File: src/rtl/kag_pkg.sv
// Shared types and constants for the key auto-repeat generator.
package kag_pkg;

   localparam int KEY_CODE_W  = 7;
   localparam int ELAPSED_W   = 16;
   localparam int TIMER_W     = 20;
   localparam int CSR_INDEX_W = 2;
   localparam int CSR_DATA_W  = 20;

   localparam logic [CSR_INDEX_W-1:0] CSR_REPEAT_DELAY    = 2'd0;
   localparam logic [CSR_INDEX_W-1:0] CSR_REPEAT_INTERVAL = 2'd1;
   localparam logic [CSR_INDEX_W-1:0] CSR_MODIFIER_FIRST  = 2'd2;
   localparam logic [CSR_INDEX_W-1:0] CSR_MODIFIER_LAST   = 2'd3;

   localparam logic [TIMER_W-1:0]    REPEAT_DELAY_RESET    = 20'd8000;
   localparam logic [TIMER_W-1:0]    REPEAT_INTERVAL_RESET = 20'd800;
   localparam logic [KEY_CODE_W-1:0] MODIFIER_FIRST_RESET  = 7'd0;
   localparam logic [KEY_CODE_W-1:0] MODIFIER_LAST_RESET   = 7'd0;

   typedef struct packed {
      logic [KEY_CODE_W-1:0] key_code;
      logic                  pressed;
      logic [ELAPSED_W-1:0]  elapsed;
   } req_type;

   typedef struct packed {
      logic fire;
      logic was_modifier;
   } rsp_type;

   // A classified request waiting in the queue.
   typedef struct packed {
      logic [KEY_CODE_W-1:0] key_code;
      logic                  pressed;
      logic [ELAPSED_W-1:0]  elapsed;
      logic                  modifier;
      logic                  active;
   } item_type;

   // Head of the queue as seen by the back end.
   typedef struct packed {
      logic     valid;
      item_type item;
   } head_type;

endpackage

File: src/rtl/kag_ram.sv
// Generic single-write, single-read RAM with registered read data.
module kag_ram #(
   parameter int WIDTH = 20,
   parameter int DEPTH = 128
) (
   input  logic                     clock,
   input  logic                     we,
   input  logic [$clog2(DEPTH)-1:0] waddr,
   input  logic [WIDTH-1:0]         wdata,
   input  logic [$clog2(DEPTH)-1:0] raddr,
   output logic [WIDTH-1:0]         rdata
);

   logic [WIDTH-1:0] mem_ff [DEPTH];
   logic [WIDTH-1:0] rdata_ff;

   always_ff @(posedge clock) begin
      if (we) begin
         mem_ff[waddr] <= wdata;
      end
      rdata_ff <= mem_ff[raddr];
   end

   assign rdata = rdata_ff;

endmodule

File: src/rtl/kag_front.sv
// Front end: accepts key reports, classifies them and queues them.
module kag_front #(
   parameter int KEY_COUNT = 128
) (
   input  logic                              clock,
   input  logic                              reset,
   input  logic                              req_valid,
   output logic                              req_stall,
   input  kag_pkg::req_type                  req_data,
   input  logic [kag_pkg::KEY_CODE_W-1:0]    mod_first,
   input  logic [kag_pkg::KEY_CODE_W-1:0]    mod_last,
   input  logic                              pop,
   output kag_pkg::head_type                 head
);
   import kag_pkg::*;

   localparam int QUEUE_DEPTH = 2;

   item_type    q_ff [QUEUE_DEPTH];
   logic        wr_ptr_ff, wr_ptr_in;
   logic        rd_ptr_ff, rd_ptr_in;
   logic [1:0]  count_ff, count_in;
   logic        push;
   item_type    new_item;

   // Classification against the modifier range and the key count.
   always_comb begin
      new_item.key_code = req_data.key_code;
      new_item.pressed  = req_data.pressed;
      new_item.elapsed  = req_data.elapsed;
      new_item.modifier = (req_data.key_code >= mod_first) &&
                          (req_data.key_code <= mod_last);
      new_item.active   = !new_item.modifier &&
                          ({25'd0, req_data.key_code} < 32'(KEY_COUNT));
   end

   assign req_stall = (count_ff == 2'(QUEUE_DEPTH));
   assign push      = req_valid && !req_stall;

   always_comb begin
      wr_ptr_in = push ? !wr_ptr_ff : wr_ptr_ff;
      rd_ptr_in = pop  ? !rd_ptr_ff : rd_ptr_ff;
      count_in  = count_ff + 2'(push) - 2'(pop);
   end

   always_ff @(posedge clock) begin
      if (reset) begin
         wr_ptr_ff <= 1'b0;
         rd_ptr_ff <= 1'b0;
         count_ff  <= 2'd0;
      end else begin
         wr_ptr_ff <= wr_ptr_in;
         rd_ptr_ff <= rd_ptr_in;
         count_ff  <= count_in;
      end
   end

   always_ff @(posedge clock) begin
      if (push) begin
         q_ff[wr_ptr_ff] <= new_item;
      end
   end

   assign head.valid = (count_ff != 2'd0);
   assign head.item  = q_ff[rd_ptr_ff];

endmodule

File: src/rtl/kag_back.sv
// Back end: hold timer update with forwarding and the response register.
module kag_back #(
   parameter int KEY_COUNT = 128
) (
   input  logic                           clock,
   input  logic                           reset,
   input  kag_pkg::head_type              head,
   output logic                           pop,
   input  logic [kag_pkg::TIMER_W-1:0]    repeat_delay,
   input  logic [kag_pkg::TIMER_W-1:0]    repeat_interval,
   output logic                           rsp_valid,
   input  logic                           rsp_stall,
   output kag_pkg::rsp_type               rsp_data
);
   import kag_pkg::*;

   localparam int KEY_SPACE = 1 << KEY_CODE_W;
   localparam int DEPTH     = (KEY_COUNT < KEY_SPACE) ? KEY_COUNT : KEY_SPACE;
   localparam int AW        = $clog2(DEPTH);

   // Execute stage.
   logic               x_valid_ff, x_valid_in;
   item_type           x_item_ff;
   logic               x_done;
   logic               x_adv;

   // Last timer write, for forwarding over the RAM read latency.
   logic               last_we_ff;
   logic [AW-1:0]      last_idx_ff;
   logic [TIMER_W-1:0] last_val_ff;

   logic               valid_ff [DEPTH];

   logic               out_valid_ff, out_valid_in;
   rsp_type            out_data_ff;

   logic [AW-1:0]      raddr;
   logic [AW-1:0]      x_idx;
   logic [TIMER_W-1:0] rdata;
   logic [TIMER_W-1:0] timer;
   logic [TIMER_W:0]   sum;
   logic [TIMER_W-1:0] sat;
   logic [TIMER_W:0]   thresh;
   logic [TIMER_W-1:0] new_timer;
   logic               fire;
   logic               we;

   assign x_done = !out_valid_ff || !rsp_stall;
   assign x_adv  = !x_valid_ff || x_done;
   assign pop    = head.valid && x_adv;
   assign x_idx  = x_item_ff.key_code[AW-1:0];

   // A stalled item keeps re-reading its own entry; nothing is written meanwhile.
   assign raddr = x_adv ? head.item.key_code[AW-1:0] : x_idx;

   kag_ram #(
      .WIDTH (TIMER_W),
      .DEPTH (DEPTH)
   ) u_timer_ram (
      .clock (clock),
      .we    (we),
      .waddr (x_idx),
      .wdata (new_timer),
      .raddr (raddr),
      .rdata (rdata)
   );

   always_comb begin
      if (last_we_ff && (last_idx_ff == x_idx)) begin
         timer = last_val_ff;
      end else if (valid_ff[x_idx]) begin
         timer = rdata;
      end else begin
         timer = '0;
      end

      sum    = {1'b0, timer} + {{(TIMER_W - ELAPSED_W + 1){1'b0}}, x_item_ff.elapsed};
      sat    = sum[TIMER_W] ? {TIMER_W{1'b1}} : sum[TIMER_W-1:0];
      thresh = {1'b0, repeat_delay} + {1'b0, repeat_interval};

      priority if (!x_item_ff.pressed) begin
         new_timer = '0;
         fire      = 1'b0;
      end else if (timer == '0) begin
         new_timer = {{(TIMER_W - ELAPSED_W){1'b0}}, x_item_ff.elapsed};
         fire      = 1'b1;
      end else if ({1'b0, sat} > thresh) begin
         new_timer = repeat_delay;
         fire      = 1'b1;
      end else begin
         new_timer = sat;
         fire      = 1'b0;
      end
   end

   assign we = x_valid_ff && x_done && x_item_ff.active;

   always_comb begin
      x_valid_in   = x_adv ? head.valid : x_valid_ff;
      out_valid_in = (x_valid_ff && x_done) || (out_valid_ff && rsp_stall);
   end

   always_ff @(posedge clock) begin
      if (reset) begin
         x_valid_ff   <= 1'b0;
         out_valid_ff <= 1'b0;
         last_we_ff   <= 1'b0;
         for (int i = 0; i < DEPTH; i++) begin
            valid_ff[i] <= 1'b0;
         end
      end else begin
         x_valid_ff   <= x_valid_in;
         out_valid_ff <= out_valid_in;
         if (we) begin
            last_we_ff      <= 1'b1;
            valid_ff[x_idx] <= 1'b1;
         end
      end
   end

   always_ff @(posedge clock) begin
      if (pop) begin
         x_item_ff <= head.item;
      end
      if (we) begin
         last_idx_ff <= x_idx;
         last_val_ff <= new_timer;
      end
      if (x_valid_ff && x_done) begin
         out_data_ff.fire         <= x_item_ff.active && fire;
         out_data_ff.was_modifier <= x_item_ff.modifier;
      end
   end

   assign rsp_valid = out_valid_ff;
   assign rsp_data  = out_data_ff;

endmodule

File: src/rtl/key_autorepeat_generator.sv
// Top level of the key auto-repeat generator.
// The block takes one key report per request (key code, pressed flag, time
// since the last report in 1/16 ms) and answers each with exactly one
// response: fire when the key press should be emitted now, and was_modifier
// when the key falls in the configured modifier range. It sustains one
// request per clock cycle while the response side does not stall; each
// request passes through a queue entry, the execute stage and the response
// register. The rate is set by the read-modify-write of the hold timer RAM
// (one read port, one write port), which finishes one key per cycle while
// not stalled, with a forwarding register covering the registered read.
// A two-entry queue sits between the classifying front end and the timer
// back end, and a response register holds a finished response while the
// response side stalls. Timers start at zero right after reset through
// per-key valid bits, so there is no clearing pass. The user must write
// configuration only while the block is idle; the block does not enforce it.
module key_autorepeat_generator #(
   parameter int KEY_COUNT = 128
) (
   input  logic                               clock,
   input  logic                               reset,
   input  logic                               req_valid,
   output logic                               req_stall,
   input  kag_pkg::req_type                   req_data,
   output logic                               rsp_valid,
   input  logic                               rsp_stall,
   output kag_pkg::rsp_type                   rsp_data,
   input  logic                               csr_we,
   input  logic [kag_pkg::CSR_INDEX_W-1:0]    csr_index,
   input  logic [kag_pkg::CSR_DATA_W-1:0]     csr_wdata
);
   import kag_pkg::*;

   // Configuration registers.
   logic [TIMER_W-1:0]    repeat_delay_ff;
   logic [TIMER_W-1:0]    repeat_interval_ff;
   logic [KEY_CODE_W-1:0] modifier_first_ff;
   logic [KEY_CODE_W-1:0] modifier_last_ff;

   head_type head;
   logic     pop;

   always_ff @(posedge clock) begin
      if (reset) begin
         repeat_delay_ff    <= REPEAT_DELAY_RESET;
         repeat_interval_ff <= REPEAT_INTERVAL_RESET;
         modifier_first_ff  <= MODIFIER_FIRST_RESET;
         modifier_last_ff   <= MODIFIER_LAST_RESET;
      end else if (csr_we) begin
         unique case (csr_index)
            CSR_REPEAT_DELAY: begin
               repeat_delay_ff <= csr_wdata[TIMER_W-1:0];
            end
            CSR_REPEAT_INTERVAL: begin
               repeat_interval_ff <= csr_wdata[TIMER_W-1:0];
            end
            CSR_MODIFIER_FIRST: begin
               modifier_first_ff <= csr_wdata[KEY_CODE_W-1:0];
            end
            CSR_MODIFIER_LAST: begin
               modifier_last_ff <= csr_wdata[KEY_CODE_W-1:0];
            end
            default: begin
            end
         endcase
      end
   end

   // The front end classifies each request as it is accepted, so the back end
   // never looks at the modifier range.
   kag_front #(
      .KEY_COUNT (KEY_COUNT)
   ) u_front (
      .clock     (clock),
      .reset     (reset),
      .req_valid (req_valid),
      .req_stall (req_stall),
      .req_data  (req_data),
      .mod_first (modifier_first_ff),
      .mod_last  (modifier_last_ff),
      .pop       (pop),
      .head      (head)
   );

   // The back end pulls one request per cycle whenever its result can move on.
   kag_back #(
      .KEY_COUNT (KEY_COUNT)
   ) u_back (
      .clock           (clock),
      .reset           (reset),
      .head            (head),
      .pop             (pop),
      .repeat_delay    (repeat_delay_ff),
      .repeat_interval (repeat_interval_ff),
      .rsp_valid       (rsp_valid),
      .rsp_stall       (rsp_stall),
      .rsp_data        (rsp_data)
   );

`ifndef SYNTH
   // A suppressed modifier key can never fire.
   assert property (@(posedge clock) disable iff (reset)
      rsp_valid |-> !(rsp_data.fire && rsp_data.was_modifier))
      else $error("response both fires and reports a modifier");

   // The cycle after a reset edge the pipeline is empty and ready.
   assert property (@(posedge clock)
      reset |=> (!rsp_valid && !req_stall))
      else $error("pipeline not empty after reset");

   // A request popped from the queue while the response side stalls must
   // not overrun a waiting response.
   assert property (@(posedge clock) disable iff (reset)
      (rsp_valid && rsp_stall) |=> rsp_valid)
      else $error("waiting response was lost");
`endif

endmodule
File: config.mk
export PLATFORM = sky130hd
export DESIGN_NAME = key_autorepeat_generator
export DESIGN_NICKNAME = d
export VERILOG_FILES = /design/src/rtl/kag_pkg.sv /design/src/rtl/kag_ram.sv /design/src/rtl/kag_front.sv /design/src/rtl/kag_back.sv /design/src/rtl/key_autorepeat_generator.sv
export SDC_FILE = /design/constraint.sdc
export NUM_CORES = 2
export LEC_CHECK = 0
export BUFFER_PORTS_ARGS = -buffer_cell sky130_fd_sc_hd__buf_2
export CAP_MARGIN = 20
export CORE_ASPECT_RATIO = 0.6
export CORE_MARGIN = 5
export CORE_UTILIZATION = 57
export DETAILED_ROUTE_END_ITERATION = 7
export PLACE_DENSITY = 0.84
export SLEW_MARGIN = 20
export SYNTH_ARGS = -nofsm -noshare
export SYNTH_HDL_FRONTEND = slang
export SYNTH_SLANG_ARGS = --single-unit
export TNS_END_PERCENT = 50
File: constraint.sdc
create_clock -name clock -period 12.9 [get_ports clock]
set_clock_uncertainty 0.05 [all_clocks]
set_input_delay 0.645 -clock clock [delete_from_list [all_inputs] [get_ports clock]]
set_output_delay 0.645 -clock clock [all_outputs]
set_load 0.03 [all_outputs]
==> results.md <==
- Violation count after the first detailed-route iteration: 11,004
- Via/cell ratio: 7.066
- Status: finished, violations left
- Min Tclk post-route: 10.27 ns
- Fmax: 97.35 MHz
- Initial Util: 0.5718
- # rows: 127
- Max-Cap Viols: 0
- Layout net count: 6,022
- Yosys warns: 0
- # clock sinks: 2,884
- Critical path's most frequent cell: buf_4
- CTS H-tree depth: 4
- Post-synthesis compound-gate area fraction: 0.01574
- RSZ-0062 raised after global routing: no
- Top cell type's share of synthesized area: 0.7029
- Number of synthesized flops with an enable pin: 2,667
- Hold-fix buffer count after cts: 37
- Post-Synth XOR/XNOR Area: 0.003228
- Number of global-route vias before repair: 60,662
- First-pass GRT wire length: 457.2 mm
- GPL Wtd Cong: 0.9341
- CTS buffer count: 236
- Final WL: 326.4 mm
- Setup TNS: 0 ns
- Max rail drop VDD: 537.6 uV
- Reg2Reg Depth: 31
- Clock latency on the worst-skew pair: 0.90 ns
- Mapped cell area: 113,900 um^2
- Non-Filler Instances: 8,736
- Top cells by area in the synthesized netlist: edfxtp_1, mux4_2, mux2i_1
- Pre-CTS setup slack: 3.155 ns
- Leading cell types in the layout, fill and taps excluded: edfxtp_1, mux4_2, mux2i_1
- Width of the die: 587.2 um
- Synthesized instance count: 5,669
- Port bufs: 54
- Syn_nets: 5,794
- Routed length per instance: 37.36 um
- Core area: 199,300 um^2
- Share of post-route cells with drive strength above 1: 0.2378
- Placed insts: 8,259
- Total global routing overflow: 0
- Leakage power: 41.92 nW
- Worst-Margin Slew: 1.246 ns
- Hold path depth: 1
- Final Cycle Share: 0.7963
- Fillers: 12,467
- Final Hold Fails: 0
- Area leader, netlist: edfxtp_1
- Largest net degree at the start of global routing: 144
- Top_reg_cell synth: edfxtp_1
- CTS max path bufs: 4
- CP max stage cell: buf_4
- CP max stage delay: 0.80 ns
- Drt drc: 2
- Post-route antenna net violation count: 0
- Most common cell after layout, fill and taps aside: edfxtp_1
- Largest family of logic cells by synthesized area: multiplexers
- Dpl hpwl: 174.3 mm
- CP startpoint kind: register
- Kind of end point of the critical path: register
- Critical Path RT: 13.32 ns
- Slew headroom: 0.1677
- Syn Area/Cell: 20.10 um^2
- #FFs+latches synth: 2,884
- Setup ws final: 2.628 ns
- Routed via count: 61,726
- Slew Limit Fails: 0
- Hold crit path type: primary input to register
- Hold WS: 0.08014 ns
- Die Ht: 356.3 um
- Global Route Usage Sum: 0.3097
- Sequential fraction of the synthesis area: 0.7410
- Area delta synth->final: 11.52%
- Die area: 209,200 um^2
- CP Data Arrival Time: 10.69 ns
- Worst setup path category: register to register
- Post-CTS Setup Inserts: 0
- # IOs: 55
- Mux contribution to synthesized area: 0.1917
- Worst-path clk slew: 0.07 ns
- Setup-failing EPs final: 0
- Post-CTS sizing: 0
- CP Max Fanout: 93
- Post-Synth Simple-Gate Area: 0.02730
- Initial antenna violation count: 21
- Power Density: 239.5 nW/um^2
- Root Buffer: clkbuf_16
- Synth async-reset ratio: 0
- Synth unique cells: 72
- CTS tree: done
- DR pass1 iterations: 8
- Failing checks: design-rule violations
- Adder-Cell Fraction of Synth Area: 0.008258
## path summary, 6_finish.rpt
check / from / endpoint / slack [ns]
max: register / u_back.u_timer_ram.mem_ff[81][18] / 2.63
min: req_data[22] / u_front.q_ff[0][24] / 0.08
max reg2reg: register / u_back.u_timer_ram.mem_ff[81][18] / 2.63
min reg2reg: repeat_interval_ff[2] / repeat_interval_ff[2] / 0.41
## critical path, delay by kind of cell, from the launching register on
family,cells,cell delay (ns)
buffers and inverters,6,2.57
AO/OA/AOI/OAI,13,3.54
multiplexers,1,0.43
flip-flops,1,0.62
AND/OR/NAND/NOR,8,1.66
adder cells (fa/ha/maj),3,0.75
## power by group
part | total, mW | internal, mW | leakage, nW | switching, mW
combinational | 10.1 | 3.15 | 12.2 | 6.91
sequential | 13.3 | 13.1 | 26.1 | 0.231
clock | 7.06 | 3.74 | 3.59 | 3.31
total | 30.4 | 20.0 | 41.9 | 10.5
## cell families after synthesis
family                   Yosys count
XOR/XNOR                          42
AO/OA/AOI/OAI                    258
flip-flops                      2884
buffers and inverters            333
multiplexers                    1352
adder cells (fa/ha/maj)           74
AND/OR/NAND/NOR                  726
## registers in the layout (all words and copies together), names as in the netlist, 7 cells and up, named ones only
register,flops
modifier_last_ff,7
u_back.last_val_ff,20
u_back.valid_ff,128
u_back.x_idx,7
u_front.q_ff,52
u_back.x_item_ff,19
modifier_first_ff,7
u_back.u_timer_ram.rdata,20
u_back.last_idx_ff,7
repeat_interval_ff,20
repeat_delay_ff,20
u_back.u_timer_ram.mem_ff,2560
## routing by layer
layer	part of all wire	global-route usage	up-vias
met5	0.00041	0	-
met4	0.047	0.1230	20
met3	0.17	0.1275	980
li1	-	-	23477
met2	0.43	0.4404	5768
met1	0.35	0.4316	31481
## through the flow
step                instance area, um^2  utilization  power (mW)
global route                     127000       0.6376       31.33
CTS                              126800       0.6364       30.12
global placement                 119000       0.5972       22.72
detailed placement               119200       0.5980       23.10
finish                           127100       0.6377       30.43
floorplan                        113900            -       20.13
## cells in the mapped netlist, types with 8 or more instances
| master | instances |
|---|---|
| a21o_1 | 18 |
| a311oi_1 | 15 |
| nand3b_1 | 16 |
| ha_1 | 72 |
| nor2_1 | 443 |
| nand2b_1 | 9 |
| o21ai_0 | 32 |
| clkbuf_1 | 115 |
| mux4_2 | 658 |
| mux2_2 | 46 |
| dfxtp_1 | 217 |
| nand2_1 | 140 |
| a31oi_1 | 17 |
| mux2i_1 | 647 |
| inv_1 | 42 |
| buf_1 | 47 |
| buf_2 | 118 |
| o21bai_1 | 8 |
| a22oi_1 | 8 |
| nor2b_1 | 17 |
| edfxtp_1 | 2667 |
| o21a_1 | 12 |
| and3_1 | 8 |
| a21oi_1 | 74 |
| nand3_1 | 26 |
| nand4_1 | 12 |
| xnor2_1 | 25 |
| xor2_1 | 17 |
| nor4_1 | 22 |
| a22o_1 | 21 |
## area by class of cell
| class | count | area [um^2] | share of cell area |
|---|---|---|---|
| flip-flops and latches | 2884 | 84430 | 0.6645 |
| multi-input cells | 2452 | 29440 | 0.2317 |
| clock buffers | 327 | 6481 | 0.05101 |
| well taps | 2644 | 3308 | 0.02603 |
| repair buffers | 281 | 2415 | 0.01900 |
| clock inverters | 94 | 805.8 | 0.006341 |
| inverters | 42 | 157.7 | 0.001241 |
| diodes | 12 | 30.03 | 0.0002363 |
Power figures use the tool's default switching activity.
